<file path="src/rtl/core/tpsc_pkg.sv">
// ----------------------------------------------------------------------------
// tpsc_pkg: shared types and codes for the calibration sequencer
// Command, phase, status and reason codes, reset values of the settings,
// the result word layout and the queue write bundle.
// ----------------------------------------------------------------------------
package tpsc_pkg;

	// commands carried by a service pass
	localparam logic [1:0] CMD_NONE    = 2'd0;
	localparam logic [1:0] CMD_START   = 2'd1;
	localparam logic [1:0] CMD_CAPTURE = 2'd2;
	localparam logic [1:0] CMD_CANCEL  = 2'd3;

	// calibration phase
	localparam logic [1:0] PH_DRY  = 2'd0;
	localparam logic [1:0] PH_WET  = 2'd1;
	localparam logic [1:0] PH_IDLE = 2'd2;

	// published status
	localparam logic [2:0] ST_DRY       = 3'd0;
	localparam logic [2:0] ST_WET       = 3'd1;
	localparam logic [2:0] ST_IDLE      = 3'd2;
	localparam logic [2:0] ST_FAILED    = 3'd3;
	localparam logic [2:0] ST_CANCELLED = 3'd4;
	localparam logic [2:0] ST_SUCCEEDED = 3'd5;

	// published reason
	localparam logic [3:0] RS_NONE        = 4'd0;
	localparam logic [3:0] RS_ACTIVE      = 4'd1;
	localparam logic [3:0] RS_NOT_READY   = 4'd2;
	localparam logic [3:0] RS_NOT_STARTED = 4'd3;
	localparam logic [3:0] RS_SPAN        = 4'd4;
	localparam logic [3:0] RS_STORE       = 4'd5;
	localparam logic [3:0] RS_COMMAND     = 4'd6;
	localparam logic [3:0] RS_EMERGENCY   = 4'd7;
	localparam logic [3:0] RS_TIMEOUT     = 4'd8;

	// settings register indexes
	localparam logic CFG_TIMEOUT  = 1'b0;
	localparam logic CFG_MIN_SPAN = 1'b1;

	localparam logic [31:0] TIMEOUT_RST  = 32'd300000;
	localparam logic [11:0] MIN_SPAN_RST = 12'd200;

	// one result word
	typedef struct packed {
		logic [2:0]  status;
		logic [3:0]  reason;
		logic [11:0] saved_dry;
		logic [11:0] saved_wet;
		logic [11:0] pending_dry;
		logic [11:0] shown_sample;
		logic        last;
	} event_t;

	// up to two words written per pass; we1 only together with we0
	typedef struct packed {
		logic   we0;
		logic   we1;
		event_t ev0;
		event_t ev1;
	} evq_wr_t;

endpackage

</file>
<file path="src/rtl/core/tpsc_front.sv">
// ----------------------------------------------------------------------------
// tpsc_front: pass evaluator
// Takes one service pass per cycle while the queue has room, runs the command step and the active
// check step, updates the calibration state and hands 0..2 words to the queue.
// ----------------------------------------------------------------------------
module tpsc_front (
	input  logic              clk,
	input  logic              arst_n,
	input  logic              push,
	output logic              full,
	input  logic              room,
	input  logic              cfg_valid,
	input  logic              cfg_index,
	input  logic [31:0]       cfg_data,
	input  logic [1:0]        command,
	input  logic              controller_idle,
	input  logic              emergency_stop,
	input  logic              update_busy,
	input  logic              button_click,
	input  logic [11:0]       sample_raw,
	input  logic [31:0]       now_ms,
	input  logic              store_ok,
	output tpsc_pkg::evq_wr_t wr
);

	typedef struct packed {
		logic [1:0]  phase;
		logic [11:0] pend;
		logic [11:0] dry_ref;
		logic [11:0] wet_ref;
	} cal_state_t;

	typedef struct packed {
		cal_state_t       s;
		tpsc_pkg::event_t ev;
	} step_t;

	function automatic tpsc_pkg::event_t mk_event(logic [2:0] st, logic [3:0] rs,
			cal_state_t s, logic [11:0] shown);
		tpsc_pkg::event_t e;
		e.status       = st;
		e.reason       = rs;
		e.saved_dry    = s.dry_ref;
		e.saved_wet    = s.wet_ref;
		e.pending_dry  = s.pend;
		e.shown_sample = shown;
		e.last         = 1'b0;
		return e;
	endfunction

	function automatic step_t do_cancel(cal_state_t s, logic [3:0] rs);
		step_t r;
		r.s = s;
		if (s.phase == tpsc_pkg::PH_IDLE) begin
			r.ev = mk_event(tpsc_pkg::ST_IDLE, rs, s, 12'd0);
		end else begin
			r.s.phase = tpsc_pkg::PH_IDLE;
			// pending dry is shown before it is cleared
			r.ev = mk_event(tpsc_pkg::ST_CANCELLED, rs, r.s, 12'd0);
			r.s.pend = '0;
		end
		return r;
	endfunction

	function automatic step_t do_capture(cal_state_t s, logic [11:0] smp, logic sok,
			logic [11:0] span);
		step_t       r;
		logic [11:0] diff;
		logic        short_span;
		r.s        = s;
		diff       = s.pend - smp;
		short_span = (s.pend <= smp) || (diff < span);
		if (s.phase == tpsc_pkg::PH_IDLE) begin
			r.ev = mk_event(tpsc_pkg::ST_FAILED, tpsc_pkg::RS_NOT_STARTED, s, 12'd0);
		end else if (s.phase == tpsc_pkg::PH_DRY) begin
			r.s.pend  = smp;
			r.s.phase = tpsc_pkg::PH_WET;
			r.ev      = mk_event(tpsc_pkg::ST_WET, tpsc_pkg::RS_NONE, r.s, smp);
		end else begin
			r.s.phase = tpsc_pkg::PH_IDLE;
			if (short_span) begin
				r.ev = mk_event(tpsc_pkg::ST_FAILED, tpsc_pkg::RS_SPAN, r.s, smp);
			end else if (!sok) begin
				r.ev = mk_event(tpsc_pkg::ST_FAILED, tpsc_pkg::RS_STORE, r.s, smp);
			end else begin
				r.s.dry_ref = s.pend;
				r.s.wet_ref = smp;
				r.ev = mk_event(tpsc_pkg::ST_SUCCEEDED, tpsc_pkg::RS_NONE, r.s, smp);
			end
			r.s.pend = '0;
		end
		return r;
	endfunction

	cal_state_t       state_q;
	logic [31:0]      start_q;
	logic [31:0]      timeout_q;
	logic [11:0]      min_span_q;

	cal_state_t       s1, s2;
	logic [31:0]      start1;
	logic [31:0]      elapsed;
	step_t            ra, rb;
	logic             a_v, b_v;
	tpsc_pkg::event_t a_ev, b_ev;
	logic             accept;

	assign full   = !room;
	assign accept = push && room;

	always_comb begin
		// command step
		s1     = state_q;
		start1 = start_q;
		a_v    = 1'b0;
		a_ev   = '0;
		ra     = '0;
		unique case (command)
			tpsc_pkg::CMD_CANCEL: begin
				ra   = do_cancel(state_q, tpsc_pkg::RS_COMMAND);
				s1   = ra.s;
				a_ev = ra.ev;
				a_v  = 1'b1;
			end
			tpsc_pkg::CMD_CAPTURE: begin
				ra   = do_capture(state_q, sample_raw, store_ok, min_span_q);
				s1   = ra.s;
				a_ev = ra.ev;
				a_v  = 1'b1;
			end
			tpsc_pkg::CMD_START: begin
				a_v = 1'b1;
				if (state_q.phase != tpsc_pkg::PH_IDLE) begin
					a_ev = mk_event(tpsc_pkg::ST_FAILED, tpsc_pkg::RS_ACTIVE, state_q, 12'd0);
				end else if (!(controller_idle && !emergency_stop && !update_busy)) begin
					a_ev = mk_event(tpsc_pkg::ST_FAILED, tpsc_pkg::RS_NOT_READY, state_q,
						12'd0);
				end else begin
					s1.pend  = '0;
					s1.phase = tpsc_pkg::PH_DRY;
					start1   = now_ms;
					a_ev     = mk_event(tpsc_pkg::ST_DRY, tpsc_pkg::RS_NONE, s1, 12'd0);
				end
			end
			tpsc_pkg::CMD_NONE: begin
			end
			default: begin
			end
		endcase

		// active check step; wrapping elapsed time
		elapsed = now_ms - start1;
		s2      = s1;
		b_v     = 1'b0;
		b_ev    = '0;
		rb      = '0;
		if (s1.phase != tpsc_pkg::PH_IDLE) begin
			if (emergency_stop) begin
				rb  = do_cancel(s1, tpsc_pkg::RS_EMERGENCY);
				b_v = 1'b1;
			end else if (elapsed >= timeout_q) begin
				rb  = do_cancel(s1, tpsc_pkg::RS_TIMEOUT);
				b_v = 1'b1;
			end else if (button_click) begin
				rb  = do_capture(s1, sample_raw, store_ok, min_span_q);
				b_v = 1'b1;
			end
			if (b_v) begin
				s2   = rb.s;
				b_ev = rb.ev;
			end
		end

		// pack words, mark the final one
		if (a_v) begin
			wr.we0      = accept;
			wr.we1      = accept && b_v;
			wr.ev0      = a_ev;
			wr.ev0.last = !b_v;
			wr.ev1      = b_ev;
			wr.ev1.last = 1'b1;
		end else begin
			wr.we0      = accept && b_v;
			wr.we1      = 1'b0;
			wr.ev0      = b_ev;
			wr.ev0.last = 1'b1;
			wr.ev1      = b_ev;
			wr.ev1.last = 1'b1;
		end
	end

	always_ff @(posedge clk or negedge arst_n) begin
		if (!arst_n) begin
			state_q.phase   <= tpsc_pkg::PH_IDLE;
			state_q.pend    <= '0;
			state_q.dry_ref <= '0;
			state_q.wet_ref <= '0;
			start_q         <= '0;
		end else if (accept) begin
			state_q <= s2;
			start_q <= start1;
		end
	end

	always_ff @(posedge clk or negedge arst_n) begin
		if (!arst_n) begin
			timeout_q  <= tpsc_pkg::TIMEOUT_RST;
			min_span_q <= tpsc_pkg::MIN_SPAN_RST;
		end else if (cfg_valid) begin
			unique case (cfg_index)
				tpsc_pkg::CFG_TIMEOUT:  timeout_q  <= cfg_data;
				tpsc_pkg::CFG_MIN_SPAN: min_span_q <= cfg_data[11:0];
				default: begin
				end
			endcase
		end
	end

endmodule

</file>
<file path="src/rtl/core/tpsc_evq.sv">
// ----------------------------------------------------------------------------
// tpsc_evq: result word queue
// Small ring buffer, up to two writes and one read per cycle; the head word
// drives the result ports directly.
// ----------------------------------------------------------------------------
module tpsc_evq #(
	parameter int DEPTH = 4
) (
	input  logic              clk,
	input  logic              arst_n,
	input  tpsc_pkg::evq_wr_t wr,
	output logic              room,
	output logic              empty,
	input  logic              pop,
	output tpsc_pkg::event_t  head
);

	localparam int PW = (DEPTH > 1) ? $clog2(DEPTH) : 1;
	localparam int CW = $clog2(DEPTH + 1);

	function automatic logic [PW-1:0] inc(logic [PW-1:0] p);
		return (p == PW'(DEPTH - 1)) ? '0 : p + 1'b1;
	endfunction

	tpsc_pkg::event_t mem_q [DEPTH];
	logic [PW-1:0]    wptr_q, rptr_q;
	logic [CW-1:0]    count_q;
	logic [PW-1:0]    wptr1;
	logic             do_pop;
	logic [CW-1:0]    n_wr;

	assign wptr1  = inc(wptr_q);
	assign empty  = (count_q == '0);
	assign room   = (count_q <= CW'(DEPTH - 2));
	assign do_pop = pop && !empty;
	assign head   = mem_q[rptr_q];
	assign n_wr   = CW'(wr.we0) + CW'(wr.we1);

	always_ff @(posedge clk) begin
		if (wr.we0) mem_q[wptr_q] <= wr.ev0;
		if (wr.we1) mem_q[wptr1] <= wr.ev1;
	end

	always_ff @(posedge clk or negedge arst_n) begin
		if (!arst_n) begin
			wptr_q  <= '0;
			rptr_q  <= '0;
			count_q <= '0;
		end else begin
			if (wr.we1) wptr_q <= inc(wptr1);
			else if (wr.we0) wptr_q <= wptr1;
			if (do_pop) rptr_q <= inc(rptr_q);
			count_q <= count_q + n_wr - CW'(do_pop);
		end
	end

endmodule

</file>
<file path="src/rtl/core/two_point_sensor_calibration_sequencer.sv">
// ----------------------------------------------------------------------------
// two_point_sensor_calibration_sequencer: dry/wet sensor calibration sequencer
// Sequences idle, awaiting-dry and awaiting-wet per service pass and
// publishes status words through a small output queue.
// ----------------------------------------------------------------------------
// A service pass is accepted on push while full is low and is evaluated in
// the cycle it is taken: command first, then (while active) emergency stop,
// timeout on the wrapping 32-bit elapsed time, or a button capture. Each
// pass yields zero, one or two result words; the last word of a pass has
// last set. Words wait in an EVQ_DEPTH-deep queue and leave one per cycle
// on pop, so the sustained rate is one pass per cycle for passes with at
// most one word; when every pass yields two, the pass rate is held lower,
// bounded by the single-word result port. full rises when fewer than two
// queue slots are free. Settings (timeout_ms index 0, min_span index 1)
// are taken every cycle (cfg_ready stays high) and must be written while
// the block is idle. After reset the saved pair and pending dry are zero,
// timeout_ms is 300000 and min_span is 200.
// ----------------------------------------------------------------------------
module two_point_sensor_calibration_sequencer #(
	parameter int EVQ_DEPTH = 4   // result words buffered, at least 2
) (
	input  logic        clk,
	input  logic        arst_n,
	// pass input
	input  logic        push,
	output logic        full,
	input  logic [1:0]  command,
	input  logic        controller_idle,
	input  logic        emergency_stop,
	input  logic        update_busy,
	input  logic        button_click,
	input  logic [11:0] sample_raw,
	input  logic [31:0] now_ms,
	input  logic        store_ok,
	// settings write channel
	input  logic        cfg_valid,
	output logic        cfg_ready,
	input  logic        cfg_index,
	input  logic [31:0] cfg_data,
	// result words
	output logic        empty,
	input  logic        pop,
	output logic [2:0]  status,
	output logic [3:0]  reason,
	output logic [11:0] saved_dry,
	output logic [11:0] saved_wet,
	output logic [11:0] pending_dry_out,
	output logic [11:0] shown_sample,
	output logic        last
);

	tpsc_pkg::evq_wr_t wr;
	tpsc_pkg::event_t  head;
	logic              room;

	// settings never stall
	assign cfg_ready = 1'b1;

	// front: evaluate pass, update state, emit words
	tpsc_front u_front (
		.clk             (clk),
		.arst_n          (arst_n),
		.push            (push),
		.full            (full),
		.room            (room),
		.cfg_valid       (cfg_valid),
		.cfg_index       (cfg_index),
		.cfg_data        (cfg_data),
		.command         (command),
		.controller_idle (controller_idle),
		.emergency_stop  (emergency_stop),
		.update_busy     (update_busy),
		.button_click    (button_click),
		.sample_raw      (sample_raw),
		.now_ms          (now_ms),
		.store_ok        (store_ok),
		.wr              (wr)
	);

	// back: word queue feeding the result ports
	tpsc_evq #(
		.DEPTH (EVQ_DEPTH)
	) u_evq (
		.clk    (clk),
		.arst_n (arst_n),
		.wr     (wr),
		.room   (room),
		.empty  (empty),
		.pop    (pop),
		.head   (head)
	);

	assign status          = head.status;
	assign reason          = head.reason;
	assign saved_dry       = head.saved_dry;
	assign saved_wet       = head.saved_wet;
	assign pending_dry_out = head.pending_dry;
	assign shown_sample    = head.shown_sample;
	assign last            = head.last;

endmodule

</file>
<file path="config.mk">
export PLATFORM = sky130hd
export DESIGN_NAME = two_point_sensor_calibration_sequencer
export DESIGN_NICKNAME = d
export VERILOG_FILES = /design/src/rtl/core/tpsc_pkg.sv /design/src/rtl/core/tpsc_front.sv /design/src/rtl/core/tpsc_evq.sv /design/src/rtl/core/two_point_sensor_calibration_sequencer.sv
export SDC_FILE = /design/constraint.sdc
export NUM_CORES = 1
export LEC_CHECK = 0
export BUFFER_PORTS_ARGS = -buffer_cell sky130_fd_sc_hd__buf_2
export CORE_MARGIN = 3
export CORE_UTILIZATION = 40
export CTS_CLUSTER_SIZE = 12
export DETAILED_ROUTE_END_ITERATION = 8
export GPL_ROUTABILITY_DRIVEN = 1
export PLACE_DENSITY_LB_ADDON = 0.05
export SYNTH_ARGS = -nofsm -noshare
export SYNTH_HDL_FRONTEND = slang
export SYNTH_SLANG_ARGS = --single-unit
</file>
<file path="constraint.sdc">
create_clock -name clk -period 22.3 [get_ports clk]
set_input_delay 6.69 -clock clk [delete_from_list [all_inputs] [get_ports clk]]
set_output_delay 6.69 -clock clk [all_outputs]
set_load 0.01 [all_outputs]
</file>
==> run metrics, run 1 <==
outcome finished, final reports clean; TNS Setup 0 ns; unrepaired setup endpoints after global routing no; clock share of power 22.4%; antenna-violating nets left 0; Lkg Pwr 9.71 nW; worst hold slack around 0.48 ns; die width around 240 um; Final Hold Viols 0; hold buffer count at CTS 0; FF/Latch Area 9730 um^2; Synth area leaders edfxtp_1 (31%), dfrtp_1 (13%), ha_1 (7.2%), mux4_2 (5.9%), o22ai_1 (3.7%); worst-margin pin slew roughly 1.1 ns; Post-CTS Resized 0; Die Y 238 um; endpoints failing setup 0; Psw 1.39 mW; largest area contributor in the netlist edfxtp_1; CTS tree yes; largest net degree at the start of global routing 65; clk_skew roughly 0.019 ns; top_reg_cell synth edfxtp_1; DR iter-0 viols 1643; gr ovfl total 0; Mapped Nets approximately 2200; Yosys reg bits 345; placed cells 2754; core area 52900 um^2; # DRC 0; antenna violations before repair 5; htree depth 2; Final Cell Area 24500 um^2; hold crit path type flip-flop to flip-flop; P_int ~1.9 mW; layout cells sized above 1 19.2%; first-pass GRT wire length 113000 um; proportion of synthesized chip area in sequential cells between 40% and 50%; max-cap violations 0; cell row count 84; Worst Path Required roughly 23 ns; Starting Density 40.7%; Comb pwr share 48.9%; Cell Pwr Density between 100 and 150 nW/um^2; Multi-input gate area roughly 11000 um^2; # IOs about 150; Synth top area share 30.7%; Clock Path Buffers 3; Layout area overhead 13.7%; Crit. End Element flip-flop; Max transition margin 23.8%; Synth cell types 90; Mapped Cells 2009; PortBufs 146; First-pass DRT Iterations 6; DR WL/cell 26.2 um; Slowest-stage cell, CP a21boi_0; fmax 0.0680 GHz; Root Buffer clkbuf_16; all-layer global routing usage 26.2%; Startpoint Class input port; CTS buffer count 42; Clk Latency, worst-skew pair 0.58 ns; crit path max fanout 35; number of flops mapped to enable cells by yosys 220; max-slew violations 0; fin crit share 65.9%; sequential power share 28.7%; Most Frequent Cell on Critical Path ha_1; vias in the first global route 17700; syn avg cell area 10.7 um^2; Async SR Flop Fraction 35.1%; Yosys Warn Count 0; Layout fillers 4952; Post-Syn Area 21500 um^2; Worst IR Drop VDD 0.0000691 V; crit path DAT around 15 ns; Max stage delay on crit path just over 0.6 ns; Nets 2327; die area 56600 um^2; Reg2Reg Setup Slack approximately 13 ns; Via density slightly above 6; Post-CTS Setup Bufs 0; count of non-filler cells in the finished layout 2834; Switching Share between 40% and 50%; post-DP HPWL 53100 um; Crit Path Category input port to flip-flop; clock-pin slew on the worst setup and hold paths approximately 0.060 ns; CTS Sinks ~350; Final min period approximately 15 ns; RD Place Congestion 0.959; Detailed Route WL 74300 um; DP Area about 23000 um^2; vias post-DR 17600
[registers in the layout (all words and copies together), names as in the netlist]
register and count:
u_evq.rptr_q 2, u_front.min_span_q 12, u_front.timeout_q 32, u_evq.wptr_q 2, u_front.state_q 38, u_evq.count_q 3, u_front.start_q 32, u_evq.mem_q 224
[power by group through the flow]
stage | clock (mW) | combinational, mW | sequential (mW)
after global placement | 0 | 1.56 | 0.939
after detailed placement | 0 | 1.57 | 0.942
after global routing | 0.769 | 1.75 | 0.945
after floorplan | 0 | 1.11 | 0.878
final | 0.727 | 1.59 | 0.932
after CTS | 0.744 | 1.58 | 0.930
[placed cells by master, fill, tap and decap left out, types with 9 or more instances in the layout]
master     count
edfxtp_1     220
nand2_1      158
buf_2        145
o22ai_1      126
ha_1         124
nor2_1       121
a21oi_1      114
dfrtp_1      107
o21ai_0      105
inv_1        104
a22oi_1       62
mux2_2        57
mux4_2        56
clkbuf_16     43
mux2i_1       40
buf_4         36
nand3_1       35
xnor2_1       34
a21o_1        28
and2_1        28
nor3_1        27
o221ai_1      26
a221oi_1      23
a22o_1        19
a211oi_1      16
nand4_1       16
xor2_1        13
nand2b_1      12
o2bb2ai_1     12
clkbuf_1      12
dfstp_2       12
o21a_1        10
nor2b_1        9
or3_1          9
a31oi_1        9
[layer usage]
layer,track usage [%],wire [um],vias up
met5,0,35,-
met4,10.8,3200,6
met3,4.57,5270,187
met2,42.5,34500,763
met1,35.0,31400,8692
li1,-,-,7956
[cell usage after synthesis (34+ instances only)]
cell type	number
ha_1	124
nor2_1	122
mux4_2	56
a21oi_1	118
mux2_2	57
xnor2_1	34
o22ai_1	126
o21ai_0	105
clkbuf_1	99
dfrtp_1	109
mux2i_1	40
inv_1	104
nand3_1	37
nand2_1	158
edfxtp_1	220
a22oi_1	62
[kinds of logic after synthesis]
family                     share of synthesized area [%]
adders and majority gates                           7.59
DFF                                                 45.2
xor gates and xnor gates                            1.91
other                                             0.0174
and+or+nand+nor                                     9.81
muxes                                               10.8
buffers and inverters                               4.18
AOI/OAI and AO/OA                                   20.5
[critical path: cells and delay by family]
kind / cells / cell delay (ns)
compound gates: 10 / 2.91
xor+xnor: 2 / 0.23
fa+ha+maj: 6 / 1.75
buf+inv: 6 / 0.90
simple gates: 8 / 2.59
[stage by stage]
stage / util, % / setup slack (ns) / power (mW)
floorplan: - / 7.13 / 1.99
global placement: 43.5 / 7.24 / 2.50
detailed placement: 43.5 / 7.03 / 2.52
CTS: 46.3 / 7.67 / 3.25
global route: 46.3 / 6.90 / 3.46
finish: 46.3 / 7.60 / 3.25
[final timing paths]
kind / from / to / cells past startpoint
max reg2reg: u_front.state_q[37] / u_evq.count_q[2] / 31
min: u_evq.mem_q[0][0] / u_evq.mem_q[0][0] / 1
min reg2reg: u_evq.mem_q[0][0] / u_evq.mem_q[0][0] / 1
max in group asynchronous: arst_n / u_evq.rptr_q[0] / 2
min in group asynchronous: arst_n / u_front.start_q[26] / 1
max: emergency_stop / u_evq.count_q[2] / 32
[area by class of cell]
type / count / share of cell area, %
antenna: 3 / 0.0307
inverter: 106 / 1.63
timing repair buffer: 181 / 4.07
clock buffer: 59 / 4.81
sequential: 345 / 39.8
multi-input combinational: 1434 / 45.0
clock inverter: 18 / 1.20
tap: 688 / 3.52
No activity file was read; power rests on OpenSTA's default activity.
==> run 2: changes to the inputs <==
==> constraint.sdc (replaced) <==
create_clock -name clk -period 15.3 [get_ports clk]
set_input_delay 4.59 -clock clk [delete_from_list [all_inputs] [get_ports clk]]
set_output_delay 4.59 -clock clk [all_outputs]
set_load 0.01 [all_outputs]
==> run 2 against run 1 <==
  * Clock-buffer cell count fell by 5
  * Cell area fell by 0.29%
  * Hold slack got worse by 0.0016 ns
  * Largest cell class unchanged
==> run metrics, run 2 (synthesis gave the netlist of run 1 again) <==
outcome finished, final reports clean; endpoints failing setup 0; antenna violations before repair 6; Max stage delay on crit path 0.99 ns; vias in the first global route around 17000; TNS Setup 0 ns; all-layer global routing usage roughly a quarter; Layout area overhead 13.4%; Clk Latency, worst-skew pair 0.60 ns; Post-CTS Setup Bufs 0; Crit Path Category input port to flip-flop; die area 56600 um^2; vias post-DR roughly 18000; Lkg Pwr 9.70 nW; Max transition margin between 10% and 20%; Detailed Route WL between 70000 and 80000 um; Nets 2329; Biggest register u_evq.mem_q; commonest non-fill, non-tap cell in the layout edfxtp_1; hold crit path type flip-flop to flip-flop; Top Registers u_evq.mem_q x224, u_front.state_q x38; Worst IR Drop VDD 0.0000874 V; GR peak layer met2; CTS buffer count 42; met1 Usage GRT 35.9%; worst setup path start emergency_stop; crit path max fanout 30; Hold Path Origin u_evq.mem_q[1][0]; DR iter-0 viols 1654; post-DP HPWL 53400 um; count of non-filler cells in the finished layout around 2800; Post-CTS Resized 0; Crit. End Element flip-flop; Psw 2.04 mW; highest-count cells in the layout ignoring fill and taps edfxtp_1 (220), nand2_1 (158), buf_2 (145); gr ovfl total 0; CTS Sinks 345; # DRC 0; Multi-input gate area 11000 um^2; clk_skew 0.0311 ns; FF/Latch Area 9730 um^2; crit path DAT 12.92 ns; Starting Density 40.7%; Final min period around 13 ns; Cell Pwr Density 193 nW/um^2; first-pass GRT wire length 113000 um; Clock Path Buffers 3; max reg flops approximately 220; Root Buffer clkbuf_16; First-pass DRT Iterations 6; Worst R2R Start u_front.state_q[37]; Die Y 238 um; Worst Path Required 15.57 ns; Switching Share 43.4%; fmax 0.0791 GHz; met3 capacity usage during global routing 4.94%; # IOs 148; CTS tree yes; Slowest-stage cell, CP a31oi_1; Startpoint Class input port; met2 global-route usage between 40% and 50%; largest net degree at the start of global routing 64; fin crit share 82.7%; worst-margin pin slew 1.20 ns; cell row count 84; Final Hold Viols 0; sequential power share 28.6%; die width 238 um; htree depth 2; unrepaired setup endpoints after global routing no; layout cells sized above 1 19.1%; max-cap violations 0; RD Place Congestion 0.953; antenna-violating nets left 0; hold buffer count at CTS 0; max-slew violations 0; DR WL/cell about 27 um; PortBufs 146; core area 52900 um^2; clock-pin slew on the worst setup and hold paths 0.05 ns; Layout fillers 4998; placed cells 2756; clock share of power between 20% and 30%; Comb pwr share 49.9%; Via density 6.26; P_int roughly 2.7 mW
run 2: changes by cell type in the layout (fill, tap and decap cells not counted), sizes merged:
cell,change
diode,-2
clkbuf,-5
clkinvlp,-3
inv,+2
buf,+2
bufinv,-2
clkinv,+7
run 2: final cells by class:
type / instances / area share (%)
antenna: 1 / 0.0103
clock buffer: 54 / 4.62
clock inverter: 22 / 0.990
inverter: 106 / 1.63
multi-input combinational: 1434 / 45.1
sequential: 345 / 39.9
tap: 688 / 3.53
timing repair buffer: 183 / 4.25
run 2: power groups by stage:
stage,combinational (mW),clock (mW),sequential [mW]
final,2.35,1.01,1.34
after global placement,2.30,0,1.35
after detailed placement,2.33,0,1.36
after global routing,2.57,1.07,1.36
after CTS,2.34,1.03,1.34
after floorplan,1.62,0,1.28
run 2: worst paths after layout:
| check | end | slack (ns) | cells after the start |
|---|---|---|---|
| min reg2reg | u_evq.mem_q[1][0] | 0.48 | 1 |
| max in group asynchronous | u_front.state_q[26] | 9.70 | 3 |
| min in group asynchronous | u_front.state_q[0] | 3.95 | 1 |
| max reg2reg | u_evq.mem_q[2][10] | 6.15 | 24 |
| max | u_evq.mem_q[2][10] | 2.65 | 25 |
| min | u_evq.mem_q[1][0] | 0.48 | 1 |
run 2: layer usage:
layer	part of all wire (%)	wire (um)	vias to the layer above
li1	-	-	7965
met1	42	31800	8724
met2	46	35100	859
met3	7.6	5740	189
met4	3.8	2890	8
met5	0.075	57	-
run 2: stage by stage:
step	worst slack, ns	power [mW]	util [%]	instance area [um^2]	hold WS (ns)
floorplan	2.23	2.90	-	21500	0.441
global placement	2.37	3.66	43.5	23000	0.453
detailed placement	2.16	3.68	43.5	23000	0.460
CTS	2.77	4.70	46.1	24400	0.473
global route	2.06	5.00	46.1	24400	0.483
finish	2.65	4.70	46.1	24400	0.476
run 2: critical path, delay by kind of cell:
family	cells	cell delay (ns)
compound gates	12	4.53
simple gates	7	2.51
fa+ha+maj	3	0.90
buf+inv	2	0.26
xor+xnor	1	0.09
==> run 3: changes to the inputs <==
==> constraint.sdc (replaced) <==
create_clock -name clk -period 13.2 [get_ports clk]
set_input_delay 3.96 -clock clk [delete_from_list [all_inputs] [get_ports clk]]
set_output_delay 3.96 -clock clk [all_outputs]
set_load 0.01 [all_outputs]
==> run 3 against run 2 <==
  * Routed wire length rose by 0.60%
  * Clock skew fell by 0.013 ns
  * Core utilization up 0.27 points
  * Register-to-register slack lost 1.9 ns
==> run metrics, run 3 (synthesis gave the netlist of run 1 again) <==
Root Buffer clkbuf_16; Worst IR Drop VDD 0.000118 V; DR iter-0 viols 1763; post-DP HPWL approximately 54000 um; Final min period about 12 ns; Biggest register u_evq.mem_q; CTS buffer count between 40 and 50; # DRC 0; antenna-violating nets left 0; RD Place Congestion 0.970; max-slew violations 0; Crit Path Category input port to flip-flop; layout cells sized above 1 19.6%; crit path DAT 12.07 ns; Die Y around 240 um; max-cap violations 0; die area 56600 um^2; First-pass DRT Iterations 8; vias post-DR ~18000; fmax 0.0862 GHz; Total Power 5.46 mW; Max transition margin between 30% and 40%; Crit. End Element flip-flop; core area 52900 um^2; largest net degree at the start of global routing 64; Post-CTS Setup Bufs 0; Multi-input gate area 11000 um^2; Layout area overhead 14.1%; antenna violations before repair 5; PortBufs around 150; first-pass GRT wire length between 100000 and 150000 um; all-layer global routing usage 26.5%; crit path max fanout 17; vias in the first global route 17500; Lkg Pwr ~9.8 nW; Final Hold Viols 0; htree depth 2; commonest non-fill, non-tap cell in the layout edfxtp_1; hold buffer count at CTS 0; Detailed Route WL ~76000 um; highest-count cells in the layout ignoring fill and taps edfxtp_1 (220), nand2_1 (158), buf_2 (145); CTS tree yes; max reg flops 224; FF/Latch Area 9730 um^2; CTS Sinks 345; Top Registers u_evq.mem_q x224, u_front.state_q x38; hold crit path type flip-flop to flip-flop; Final WS setup 1.60 ns; endpoints failing setup 0; clk_skew 0.0181 ns; Worst Path Required around 14 ns; gr ovfl total 0; Worst R2R Start u_front.state_q[37]; WHS Path Cells 1; Hold Path Origin u_evq.mem_q[0][0]; Nets 2343; worst-margin pin slew roughly 0.98 ns; outcome finished, final reports clean; Via density 6.23; DR WL/cell 26.7 um; Clock Path Buffers 3; WHS Endpoint u_evq.mem_q[0][0]; # IOs approximately 150; clock-pin slew on the worst setup and hold paths 0.06 ns; cell row count 84; Post-CTS Resized 0; Clk Latency, worst-skew pair 0.59 ns; Layout fillers approximately 4900; unrepaired setup endpoints after global routing no; Startpoint Class input port; Starting Density 40.7%; Cell Pwr Density between 200 and 250 nW/um^2; fin crit share roughly 90%; dpl ws approximately 1.1 ns; Reg2Reg Setup Slack 4.23 ns; reg2reg path depth 27; die width 238 um; Worst R2R End u_evq.count_q[2]; TNS Setup 0 ns
-- run 3: how the worst max path moves through the flow --
stage	start	to	slack, ns
floorplan	command[0]	u_evq.mem_q[3][0]	0.76
global placement	emergency_stop	u_evq.mem_q[1][40]	1.17
detailed placement	emergency_stop	u_evq.count_q[2]	1.10
CTS	emergency_stop	u_evq.count_q[2]	1.67
global route	emergency_stop	u_evq.count_q[2]	1.13
finish	emergency_stop	u_evq.count_q[2]	1.60
-- run 3: critical path: stages --
cell,delay (ns)
buf_2,0.18
nor3b_1,0.39
nand3_2,0.56
mux2i_1,0.46
ha_1,0.29
nor2b_1,0.14
o2111a_1,0.26
o31ai_1,0.38
a31oi_1,0.22
a2111oi_0,0.90
nor2_1,0.18
nor4b_1,0.32
nor3_1,0.12
ha_1,0.30
and4_1,0.21
nand4_1,0.16
a311oi_2,0.43
or3_1,0.40
nand2_2,0.28
nor2_2,0.40
nand2_1,0.18
inv_2,0.22
ha_1,0.17
inv_1,0.05
ha_1,0.26
inv_1,0.05
fa_1,0.43
xnor2_1,0.13
-- run 3: metrics by stage --
step                      cell area, um^2  hold WS (ns)  utilization (%)  instances
after CTS                           24500         0.477             46.4       2848
after global placement              23100         0.458             43.8       2769
after global routing                24500         0.491             46.4       2848
after detailed placement            23100         0.464             43.8       2769
final                               24500         0.488             46.4       2850
after floorplan                     21500         0.441                -       2009
-- run 3: report_power, final --
group	leakage (nW)	switching, mW	total [mW]	internal (mW)
sequential	3.58	0.208	1.58	1.37
combinational	5.50	1.66	2.69	1.04
clock	0.688	0.490	1.18	0.695
total	9.78	2.36	5.46	3.10
-- run 3: cell type report --
| class | count | area share, % |
|---|---|---|
| antenna | 2 | 0.0204 |
| clock buffer | 52 | 4.61 |
| clock inverter | 27 | 1.09 |
| inverter | 106 | 1.62 |
| multi-input combinational | 1434 | 44.8 |
| sequential | 345 | 39.7 |
| tap | 688 | 3.51 |
| timing repair buffer | 196 | 4.72 |
-- run 3: layer usage --
layer	track usage (%)	wire (um)	vias to the layer above
li1	-	-	8004
met1	36.0	32500	8771
met2	42.3	34700	805
met3	4.37	5340	171
met4	11.2	3430	8
met5	0	49	-
